==> src/rtl/bsa_pkg.sv <==
package bsa_pkg;

    localparam int MAX_SLOTS_DEFAULT = 256;

    // bitmap word geometry
    localparam int WORD_BITS = 32;
    localparam int BIT_W     = 5;
    localparam logic [WORD_BITS-1:0] ALL_USED = 32'hFFFF_FFFF;

    // field widths
    localparam int BASE_W   = 32;
    localparam int SIZE_W   = 16;
    localparam int COUNT_W  = 9;
    localparam int OPCODE_W = 2;
    localparam int ADDR_W   = 32;
    localparam int STATUS_W = 3;
    localparam int INDEX_W  = 8;
    localparam int TOTAL_W  = SIZE_W + COUNT_W;

    // stream and configuration port widths
    localparam int S_TDATA_W  = 32;
    localparam int S_TUSER_W  = 2;
    localparam int M_TDATA_W  = 40;
    localparam int M_TUSER_W  = 3;
    localparam int CFG_ADDR_W = 2;
    localparam int CFG_DATA_W = 32;

    typedef logic [ADDR_W-1:0]  addr_t;
    typedef logic [INDEX_W-1:0] index_t;
    typedef logic [TOTAL_W-1:0] total_t;

    typedef enum logic [OPCODE_W-1:0] {
        OP_ALLOC = 2'd0,
        OP_FREE  = 2'd1,
        OP_CLEAR = 2'd2,
        OP_NONE  = 2'd3
    } opcode_t;

    typedef enum logic [STATUS_W-1:0] {
        ST_OK        = 3'd0,
        ST_EXHAUSTED = 3'd1,
        ST_RANGE     = 3'd2,
        ST_MISALIGN  = 3'd3,
        ST_DOUBLE    = 3'd4,
        ST_INVALID   = 3'd5
    } status_t;

    // configuration register indexes
    localparam logic [CFG_ADDR_W-1:0] CFG_POOL_BASE   = 2'd0;
    localparam logic [CFG_ADDR_W-1:0] CFG_OBJECT_SIZE = 2'd1;
    localparam logic [CFG_ADDR_W-1:0] CFG_SLOT_COUNT  = 2'd2;

    localparam logic [BASE_W-1:0]  POOL_BASE_RST   = 32'd0;
    localparam logic [SIZE_W-1:0]  OBJECT_SIZE_RST = 16'd4;
    localparam logic [COUNT_W-1:0] SLOT_COUNT_RST  = 9'd256;

endpackage

==> src/rtl/bsa_ram.sv <==
module bsa_ram #(
    parameter int WIDTH = 32,
    parameter int DEPTH = 8,
    localparam int AW   = (DEPTH > 1) ? $clog2(DEPTH) : 1
) (
    input  logic             clk,
    input  logic             we,
    input  logic [AW-1:0]    waddr,
    input  logic [WIDTH-1:0] wdata,
    input  logic             re,
    input  logic [AW-1:0]    raddr,
    output logic [WIDTH-1:0] rdata
);

    logic [WIDTH-1:0] mem [DEPTH];
    logic [WIDTH-1:0] rdata_reg;

    always_ff @(posedge clk)
    begin
        if (we)
        begin
            mem[waddr] <= wdata;
        end
        if (re)
        begin
            rdata_reg <= mem[raddr];
        end
    end

    assign rdata = rdata_reg;

endmodule

==> src/rtl/bitmap_slot_allocator_core.sv <==
// Channel   Beat fields (low bit up)                          Direction
// s_*       tuser: opcode[1:0]; tdata: address[31:0]          in
// m_*       tuser: status[2:0]; tdata: result_address[31:0],  out
//           slot_index[39:32]
// cfg_*     cfg_addr selects pool_base/object_size/slot_count in
//
// One item is in work at a time. Allocate reads and scans the bitmap RAM a word
// at a time until a word with a free bit, then marks it and sums the address.
// Free checks the range, runs the 25-step restoring divider, then, if aligned,
// tests the bit. Reset-all, unused opcode and invalid config go straight to emit.
// rst_n frees every slot at once through per-word valid bits; no clear pass.
// A finished result waits in the output register while the next beat is taken.
module bitmap_slot_allocator_core #(
    parameter int MAX_SLOTS = bsa_pkg::MAX_SLOTS_DEFAULT
) (
    input  logic                            clk,
    input  logic                            rst_n,
    input  logic                            s_tvalid,
    output logic                            s_tready,
    input  logic [bsa_pkg::S_TDATA_W-1:0]   s_tdata,   // address[31:0]
    input  logic [bsa_pkg::S_TUSER_W-1:0]   s_tuser,   // opcode[1:0]
    output logic                            m_tvalid,
    input  logic                            m_tready,
    output logic [bsa_pkg::M_TDATA_W-1:0]   m_tdata,   // result_address[31:0], slot_index[39:32]
    output logic [bsa_pkg::M_TUSER_W-1:0]   m_tuser,   // status[2:0]
    input  logic                            cfg_we,
    input  logic [bsa_pkg::CFG_ADDR_W-1:0]  cfg_addr,
    input  logic [bsa_pkg::CFG_DATA_W-1:0]  cfg_wdata
);

    localparam int WORDS  = (MAX_SLOTS + bsa_pkg::WORD_BITS - 1) / bsa_pkg::WORD_BITS;
    localparam int WAW    = (WORDS > 1) ? $clog2(WORDS) : 1;
    localparam int IDX_W  = WAW + bsa_pkg::BIT_W;
    localparam int PROD_W = IDX_W + bsa_pkg::SIZE_W;
    localparam int STEP_W = $clog2(bsa_pkg::TOTAL_W);
    localparam int TW     = bsa_pkg::TOTAL_W;
    localparam int SW     = bsa_pkg::SIZE_W;

    typedef enum logic [3:0] {
        S_IDLE,
        S_AL_READ,
        S_AL_SCAN,
        S_AL_MARK,
        S_AL_SUM,
        S_FR_MUL,
        S_FR_RANGE,
        S_FR_DIV,
        S_FR_READ,
        S_FR_TEST,
        S_EMIT
    } state_t;

    state_t state_reg;

    logic [bsa_pkg::BASE_W-1:0]  pool_base_reg;
    logic [bsa_pkg::SIZE_W-1:0]  object_size_reg;
    logic [bsa_pkg::COUNT_W-1:0] slot_count_reg;

    logic [bsa_pkg::ADDR_W-1:0]    address_reg;
    logic [WAW-1:0]                word_addr_reg;
    logic [bsa_pkg::WORD_BITS-1:0] word_reg;
    logic [bsa_pkg::BIT_W-1:0]     bit_reg;
    logic [PROD_W-1:0]             product_reg;
    logic [TW-1:0]                 total_reg;
    logic [TW-1:0]                 dividend_reg;
    logic [SW-1:0]                 rem_reg;
    logic [TW-1:0]                 quo_reg;
    logic [STEP_W-1:0]             step_reg;
    logic [WORDS-1:0]              word_valid_reg;
    logic                          rd_valid_reg;

    bsa_pkg::status_t           res_status_reg;
    logic [bsa_pkg::ADDR_W-1:0] res_addr_reg;
    logic [bsa_pkg::INDEX_W-1:0] res_index_reg;

    logic                        m_tvalid_reg;
    bsa_pkg::status_t            m_status_reg;
    logic [bsa_pkg::ADDR_W-1:0]  m_addr_reg;
    logic [bsa_pkg::INDEX_W-1:0] m_index_reg;

    logic                          ram_we;
    logic [WAW-1:0]                ram_waddr;
    logic [bsa_pkg::WORD_BITS-1:0] ram_wdata;
    logic                          ram_re;
    logic [WAW-1:0]                ram_raddr;
    logic [bsa_pkg::WORD_BITS-1:0] ram_rdata;

    logic                          config_ok;
    logic [bsa_pkg::WORD_BITS-1:0] word_data;
    logic [bsa_pkg::BIT_W-1:0]     free_bit;
    logic [IDX_W-1:0]              alloc_idx;
    logic [WAW-1:0]                quo_word;
    logic [bsa_pkg::BIT_W-1:0]     quo_bit;
    logic [bsa_pkg::ADDR_W:0]      end_sum;
    logic [SW:0]                   partial;
    logic                          div_take;
    logic                          out_free;
    logic                          in_beat;
    bsa_pkg::opcode_t              in_opcode;

    assign config_ok = (object_size_reg != '0) && (slot_count_reg != '0) &&
                       (32'(slot_count_reg) <= 32'(MAX_SLOTS));

    // a word never written since reset or reset-all reads as all free
    assign word_data = rd_valid_reg ? ram_rdata : '0;

    always_comb
    begin
        free_bit = '0;
        for (int i = bsa_pkg::WORD_BITS - 1; i >= 0; i--)
        begin
            if (!word_data[i])
            begin
                free_bit = bsa_pkg::BIT_W'(i);
            end
        end
    end

    assign alloc_idx = {word_addr_reg, bit_reg};
    assign quo_word  = quo_reg[IDX_W-1:bsa_pkg::BIT_W];
    assign quo_bit   = quo_reg[bsa_pkg::BIT_W-1:0];
    assign end_sum   = {1'b0, pool_base_reg} + (bsa_pkg::ADDR_W + 1)'(total_reg);
    assign partial   = {rem_reg, dividend_reg[TW-1]};
    assign div_take  = partial >= {1'b0, object_size_reg};
    assign out_free  = !m_tvalid_reg || m_tready;
    assign in_beat   = s_tvalid && s_tready;
    assign in_opcode = bsa_pkg::opcode_t'(s_tuser);

    always_comb
    begin
        ram_re    = (state_reg == S_AL_READ) || ((state_reg == S_FR_READ) && (rem_reg == '0));
        ram_raddr = (state_reg == S_FR_READ) ? quo_word : word_addr_reg;
        ram_we    = 1'b0;
        ram_waddr = word_addr_reg;
        ram_wdata = '0;
        if ((state_reg == S_AL_MARK) && (32'(alloc_idx) < 32'(slot_count_reg)))
        begin
            ram_we    = 1'b1;
            ram_wdata = word_reg | (bsa_pkg::WORD_BITS'(1) << bit_reg);
        end
        else if ((state_reg == S_FR_TEST) && word_data[bit_reg])
        begin
            ram_we    = 1'b1;
            ram_wdata = word_data & ~(bsa_pkg::WORD_BITS'(1) << bit_reg);
        end
    end

    bsa_ram #(
        .WIDTH (bsa_pkg::WORD_BITS),
        .DEPTH (WORDS)
    ) u_bitmap_ram (
        .clk   (clk),
        .we    (ram_we),
        .waddr (ram_waddr),
        .wdata (ram_wdata),
        .re    (ram_re),
        .raddr (ram_raddr),
        .rdata (ram_rdata)
    );

    always_ff @(posedge clk or negedge rst_n)
    begin
        if (!rst_n)
        begin
            pool_base_reg   <= bsa_pkg::POOL_BASE_RST;
            object_size_reg <= bsa_pkg::OBJECT_SIZE_RST;
            slot_count_reg  <= bsa_pkg::SLOT_COUNT_RST;
        end
        else if (cfg_we)
        begin
            case (cfg_addr)
                bsa_pkg::CFG_POOL_BASE:   pool_base_reg   <= cfg_wdata[bsa_pkg::BASE_W-1:0];
                bsa_pkg::CFG_OBJECT_SIZE: object_size_reg <= cfg_wdata[bsa_pkg::SIZE_W-1:0];
                bsa_pkg::CFG_SLOT_COUNT:  slot_count_reg  <= cfg_wdata[bsa_pkg::COUNT_W-1:0];
                default: ;
            endcase
        end
    end

    always_ff @(posedge clk or negedge rst_n)
    begin
        if (!rst_n)
        begin
            state_reg      <= S_IDLE;
            word_valid_reg <= '0;
            rd_valid_reg   <= 1'b0;
            m_tvalid_reg   <= 1'b0;
        end
        else
        begin
            if (ram_re)
            begin
                rd_valid_reg <= word_valid_reg[ram_raddr];
            end
            if (ram_we)
            begin
                word_valid_reg[ram_waddr] <= 1'b1;
            end
            // drop the beat once taken, unless a new one is loaded right now
            if (m_tvalid_reg && m_tready && (state_reg != S_EMIT))
            begin
                m_tvalid_reg <= 1'b0;
            end

            case (state_reg)
                S_IDLE:
                begin
                    if (in_beat)
                    begin
                        address_reg    <= s_tdata;
                        word_addr_reg  <= '0;
                        res_addr_reg   <= '0;
                        res_index_reg  <= '0;
                        if (in_opcode == bsa_pkg::OP_NONE)
                        begin
                            res_status_reg <= bsa_pkg::ST_OK;
                            state_reg      <= S_EMIT;
                        end
                        else if (!config_ok)
                        begin
                            res_status_reg <= bsa_pkg::ST_INVALID;
                            state_reg      <= S_EMIT;
                        end
                        else
                        begin
                            res_status_reg <= bsa_pkg::ST_OK;
                            case (in_opcode)
                                bsa_pkg::OP_ALLOC: state_reg <= S_AL_READ;
                                bsa_pkg::OP_FREE:  state_reg <= S_FR_MUL;
                                default:
                                begin
                                    word_valid_reg <= '0;
                                    state_reg      <= S_EMIT;
                                end
                            endcase
                        end
                    end
                end

                S_AL_READ:
                begin
                    state_reg <= S_AL_SCAN;
                end

                S_AL_SCAN:
                begin
                    if (word_data == bsa_pkg::ALL_USED)
                    begin
                        if (32'(word_addr_reg) == 32'(WORDS - 1))
                        begin
                            res_status_reg <= bsa_pkg::ST_EXHAUSTED;
                            state_reg      <= S_EMIT;
                        end
                        else
                        begin
                            word_addr_reg <= word_addr_reg + 1'b1;
                            state_reg     <= S_AL_READ;
                        end
                    end
                    else
                    begin
                        word_reg  <= word_data;
                        bit_reg   <= free_bit;
                        state_reg <= S_AL_MARK;
                    end
                end

                S_AL_MARK:
                begin
                    // lowest free bit past the slot count means the pool is full
                    if (32'(alloc_idx) >= 32'(slot_count_reg))
                    begin
                        res_status_reg <= bsa_pkg::ST_EXHAUSTED;
                        state_reg      <= S_EMIT;
                    end
                    else
                    begin
                        product_reg   <= PROD_W'(alloc_idx) * PROD_W'(object_size_reg);
                        res_index_reg <= bsa_pkg::index_t'(alloc_idx);
                        state_reg     <= S_AL_SUM;
                    end
                end

                S_AL_SUM:
                begin
                    res_addr_reg <= pool_base_reg + bsa_pkg::addr_t'(product_reg);
                    state_reg    <= S_EMIT;
                end

                S_FR_MUL:
                begin
                    total_reg <= bsa_pkg::total_t'(object_size_reg) *
                                 bsa_pkg::total_t'(slot_count_reg);
                    state_reg <= S_FR_RANGE;
                end

                S_FR_RANGE:
                begin
                    if (end_sum[bsa_pkg::ADDR_W])
                    begin
                        res_status_reg <= bsa_pkg::ST_INVALID;
                        state_reg      <= S_EMIT;
                    end
                    else if ((address_reg < pool_base_reg) || ({1'b0, address_reg} >= end_sum))
                    begin
                        res_status_reg <= bsa_pkg::ST_RANGE;
                        state_reg      <= S_EMIT;
                    end
                    else
                    begin
                        dividend_reg <= bsa_pkg::total_t'(address_reg - pool_base_reg);
                        rem_reg      <= '0;
                        quo_reg      <= '0;
                        step_reg     <= '0;
                        state_reg    <= S_FR_DIV;
                    end
                end

                S_FR_DIV:
                begin
                    // one restoring step per cycle, dividend MSB first
                    rem_reg      <= div_take ? SW'(partial - {1'b0, object_size_reg})
                                             : partial[SW-1:0];
                    quo_reg      <= {quo_reg[TW-2:0], div_take};
                    dividend_reg <= {dividend_reg[TW-2:0], 1'b0};
                    step_reg     <= step_reg + 1'b1;
                    if (32'(step_reg) == 32'(TW - 1))
                    begin
                        state_reg <= S_FR_READ;
                    end
                end

                S_FR_READ:
                begin
                    if (rem_reg != '0)
                    begin
                        res_status_reg <= bsa_pkg::ST_MISALIGN;
                        state_reg      <= S_EMIT;
                    end
                    else
                    begin
                        word_addr_reg <= quo_word;
                        bit_reg       <= quo_bit;
                        state_reg     <= S_FR_TEST;
                    end
                end

                S_FR_TEST:
                begin
                    if (!word_data[bit_reg])
                    begin
                        res_status_reg <= bsa_pkg::ST_DOUBLE;
                    end
                    else
                    begin
                        res_index_reg <= bsa_pkg::index_t'(quo_reg);
                    end
                    state_reg <= S_EMIT;
                end

                S_EMIT:
                begin
                    if (out_free)
                    begin
                        m_tvalid_reg <= 1'b1;
                        m_status_reg <= res_status_reg;
                        m_addr_reg   <= res_addr_reg;
                        m_index_reg  <= res_index_reg;
                        state_reg    <= S_IDLE;
                    end
                end

                default:
                begin
                    state_reg <= S_IDLE;
                end
            endcase
        end
    end

    assign s_tready = (state_reg == S_IDLE);
    assign m_tvalid = m_tvalid_reg;
    assign m_tdata  = {m_index_reg, m_addr_reg};
    assign m_tuser  = m_status_reg;

endmodule

==> config.mk <==
export PLATFORM = sky130hd
export DESIGN_NAME = bitmap_slot_allocator_core
export DESIGN_NICKNAME = d
export VERILOG_FILES = /design/src/rtl/bsa_pkg.sv /design/src/rtl/bsa_ram.sv /design/src/rtl/bitmap_slot_allocator_core.sv
export SDC_FILE = /design/constraint.sdc
export NUM_CORES = 2
export LEC_CHECK = 0
export ABC_AREA = 1
export BUFFER_PORTS_ARGS = -buffer_cell sky130_fd_sc_hd__buf_2
export CAP_MARGIN = 20
export CORE_ASPECT_RATIO = 1.4
export CORE_MARGIN = 1
export CORE_UTILIZATION = 60
export DETAILED_ROUTE_END_ITERATION = 6
export GPL_TIMING_DRIVEN = 0
export PLACE_DENSITY = 0.77
export SLEW_MARGIN = 20
export SYNTH_ARGS = -nofsm -noshare
export SYNTH_HDL_FRONTEND = slang
export SYNTH_HIERARCHICAL = 1
export SYNTH_SLANG_ARGS = --single-unit
==> constraint.sdc <==
create_clock -name clk -period 15 [get_ports clk]
set_input_delay 3 -clock clk [delete_from_list [all_inputs] [get_ports clk]]
set_output_delay 3 -clock clk [all_outputs]
set_load 0.01 [all_outputs]
==> results.yml <==
status:
  outcome: "completed"
finish:
  final_nets: 4908
  drive_gt1_share_pct: 9.00
  finalInstanceArea_sq_um: 43600
  max_flop_register: "u_bitmap_ram/mem"
  finish.utilization_pct: 67.6
  total_area_of_multi_input_combinational_cells_sq_um: 17400
  finish.cell_count_without_fillers: 5310
  area_growth_pct: 11.0
  layout.cells.most_common_list: "sky130_fd_sc_hd__nand2_1, sky130_fd_sc_hd__inv_1, sky130_fd_sc_hd__edfxtp_1"
  layout_commonest_cell: "sky130_fd_sc_hd__nand2_1"
  largest_reg_flops: 256
  layout.area.seq_sq_um: 18300
  layout.filler_cells: 4968
setup_path:
  critical_path.max_fanout: 10
  rrSetupSlack_ps: 7890
  setup.worst_path.end_class: "flip-flop"
  crit_slowest_cell: "sky130_fd_sc_hd__buf_1"
  critical_path_required_ps: 15390
  critPathMaxStageDelay_ps: 690
  critical_path.startpoint: "bit_reg[3]"
  r2r-start: "bit_reg[3]"
  crit_path_frequent_cell: "sky130_fd_sc_hd__nand2_1"
  worstPathBufferInverterCount: 4
  critical_path_class: "reg2reg"
  start_kind: "flip-flop"
  critPathTopFamily: "adder cells"
  cp.arrival_ps: 7500
sta:
  fmax_mhz: 141
  final_max_slew_viol_count: 0
  final_critical_path_setup_slack_ps: 7890
  final.setup.tns_ps: 0
  hold_ws_ps: 422
  final-setup-viol-count: 0
  hold_violations: 0
  period_share_pct: 47.4
  skew_ps: 48.0
  worst_slew_pin_slew_ps: 1120
  rsz_0062_raised_after_global_routing: "no"
  relSlewSlack_pct: 24.7
  timing.final.crit_period_ps: 7110
yosys:
  post_syn_instances: 4213
  synth.yosys.seq_area_share_pct: 46.5
  synth_enable_flop_cells: 549
  synth-async-reset-ratio_pct: 11.5
  count_of_state_elements_after_synthesis: 620
  nets_in_the_synthesized_netlist: 4703
  synth_ff_type: "sky130_fd_sc_hd__edfxtp_1"
  mappedNetlistArea_sq_um: 39300
  synth-warning-count: 6
  netlist-cell-type-count: 66
  synthesized_area_divided_by_synthesized_cell_count_sq_um: 9.32
floorplan:
  die_h_um: 305
  die_area_sq_um: 66500
  initial_utilization_pct: 60.9
  core_region_area_sq_um: 64500
  die-width_um: 218
  placementRows: 110
  io_pins: 118
place:
  detailedPlacementHpwl_mm: 83.4
  place_area_sq_um: 41600
  number_of_input_and_output_port_buffers_inserted: 117
  inst_count_dp: 5198
  finalWeightedCongestion: 1.02
  dp_worst_setup_slack_ps: 8110
routing:
  dr.first_iter.drc_count: 2586
  vias_per_cell: 5.71
  wirelength_mm: 110
  detail-route-antenna-nets: 0
  dr_total_vias: 30300
  wl_per_cell_um: 20.8
  detailedRoute.firstPassIterationCount: 7
  drcViolationCount: 0
clock_tree:
  cts_buffer_depth: 3
  htreeDepth: 2
  cts_resizes: 0
  post-cts-setup-buffer-count: 0
  clock_insertion_delay_at_the_later_pin_of_the_skew_report_ps: 660
  ctsRootBufferMaster: "sky130_fd_sc_hd__clkbuf_16"
  ctsHoldBuffers: 0
  cts_num_sinks: 620
  numCtsBuffers: 58
  tritoncts_clock_tree: "done"
  clk_pin_slew_ps: 60
power:
  power_density_nw_per_um2: 189
  total_leakage_power_nw: 20.7
  vdd_drop_max_mv: 0.167
  p_total_mw: 8.23
hold_path:
  worst_hold_startpoint: "res_addr_reg[27]"
  worst_hold_check_path_type: "reg2reg"
run:
  max_cap_viol_count: 0
global_routing:
  vias_in_the_first_global_route: 31400
  routing_usage_on_met1_pct: 36.8
  met3_usage_grt_pct: 5.18
  grt_usage_pct: 33.9
  pin_count_of_the_biggest_net_entering_global_routing: 58
  global_route.overflow_total: 0
  grt_busiest_layer: "met2"
  grt_use_met2_pct: 59.9
  grt_first_pass_wirelength_mm: 170
  antenna_found_initial: 1
-- power breakdown --
part	leakage [nW]	total, mW	internal, mW	switching (mW)
Clock	0.958	1.53	0.848	0.679
Combinational	13.8	4.27	1.35	2.91
Sequential	5.88	2.44	2.31	0.124
Total	20.7	8.23	4.52	3.72
-- final timing paths --
check	to	cells past startpoint
max in group asynchronous	slot_count_reg[8]	2
min in group asynchronous	state_reg[2]	1
min	m_addr_reg[27]	0
max	product_reg[22]	25
min reg2reg	m_addr_reg[27]	0
max reg2reg	product_reg[22]	25
-- per-layer routing --
metal | wire [um] | part of all wire, % | up-vias
met3 | 7600 | 6.9 | 447
li1 | - | - | 14100
met5 | 12 | 0.011 | -
met1 | 37800 | 34 | 14500
met4 | 9240 | 8.4 | 2
met2 | 55700 | 50 | 1325
-- layout make-up --
cell class	instances	share of cell area, %
Tap cell	840	2.41
Sequential cell	620	41.9
Timing Repair Buffer	145	2.58
Antenna cell	3	0.0172
Multi-Input combinational cell	2634	40.0
Inverter	800	6.89
Clock buffer	66	3.45
Clock inverter	43	1.04
Buffer	159	1.74
-- Yosys cell counts, types with 5 or more instances --
library cell,number,area (sq um)
sky130_fd_sc_hd__a21o_1,5,37.5
sky130_fd_sc_hd__o21a_1,8,60.1
sky130_fd_sc_hd__a31oi_1,5,31.3
sky130_fd_sc_hd__o21bai_2,5,56.3
sky130_fd_sc_hd__nor3_1,21,105
sky130_fd_sc_hd__nand2_1,1070,4020
sky130_fd_sc_hd__a41oi_1,8,70.1
sky130_fd_sc_hd__o211ai_1,6,45.0
sky130_fd_sc_hd__a21oi_2,23,201
sky130_fd_sc_hd__xor2_1,62,543
sky130_fd_sc_hd__o21ai_2,21,184
sky130_fd_sc_hd__o22ai_1,11,68.8
sky130_fd_sc_hd__edfxtp_1,549,16500
sky130_fd_sc_hd__buf_2,27,135
sky130_fd_sc_hd__clkbuf_1,74,278
sky130_fd_sc_hd__o2111ai_1,6,52.6
sky130_fd_sc_hd__nor4_1,26,163
sky130_fd_sc_hd__o21ai_1,20,100
sky130_fd_sc_hd__a21boi_2,6,67.6
sky130_fd_sc_hd__o21ai_0,161,806
sky130_fd_sc_hd__nand2_2,6,37.5
sky130_fd_sc_hd__nor2_1,198,743
sky130_fd_sc_hd__fa_1,187,3740
sky130_fd_sc_hd__inv_1,794,2980
sky130_fd_sc_hd__buf_6,13,146
sky130_fd_sc_hd__nand4_1,30,188
sky130_fd_sc_hd__buf_1,37,139
sky130_fd_sc_hd__buf_4,8,60.1
sky130_fd_sc_hd__ha_1,230,2880
sky130_fd_sc_hd__dfrtp_1,69,1730
sky130_fd_sc_hd__xnor2_1,40,350
sky130_fd_sc_hd__a211oi_1,7,52.6
sky130_fd_sc_hd__a21oi_1,195,976
sky130_fd_sc_hd__o31ai_1,33,248
sky130_fd_sc_hd__nand3_1,197,986
-- kinds of logic (layout without fill, tap and decap cells) --
logic type               count (synthesis)  count (layout)  synth area share, %
other                                    0               3                    0
buffers and inverters                  959            1213                 9.58
AO/OA/AOI/OAI                          550             550                 8.55
flip-flops                             620             620                 46.5
XOR/XNOR                               102             102                 2.27
adder cells (fa/ha/maj)                417             417                 16.9
AND/OR/NAND/NOR                       1565            1565                 16.2
Note: power is estimated with default switching activity, not from simulation.
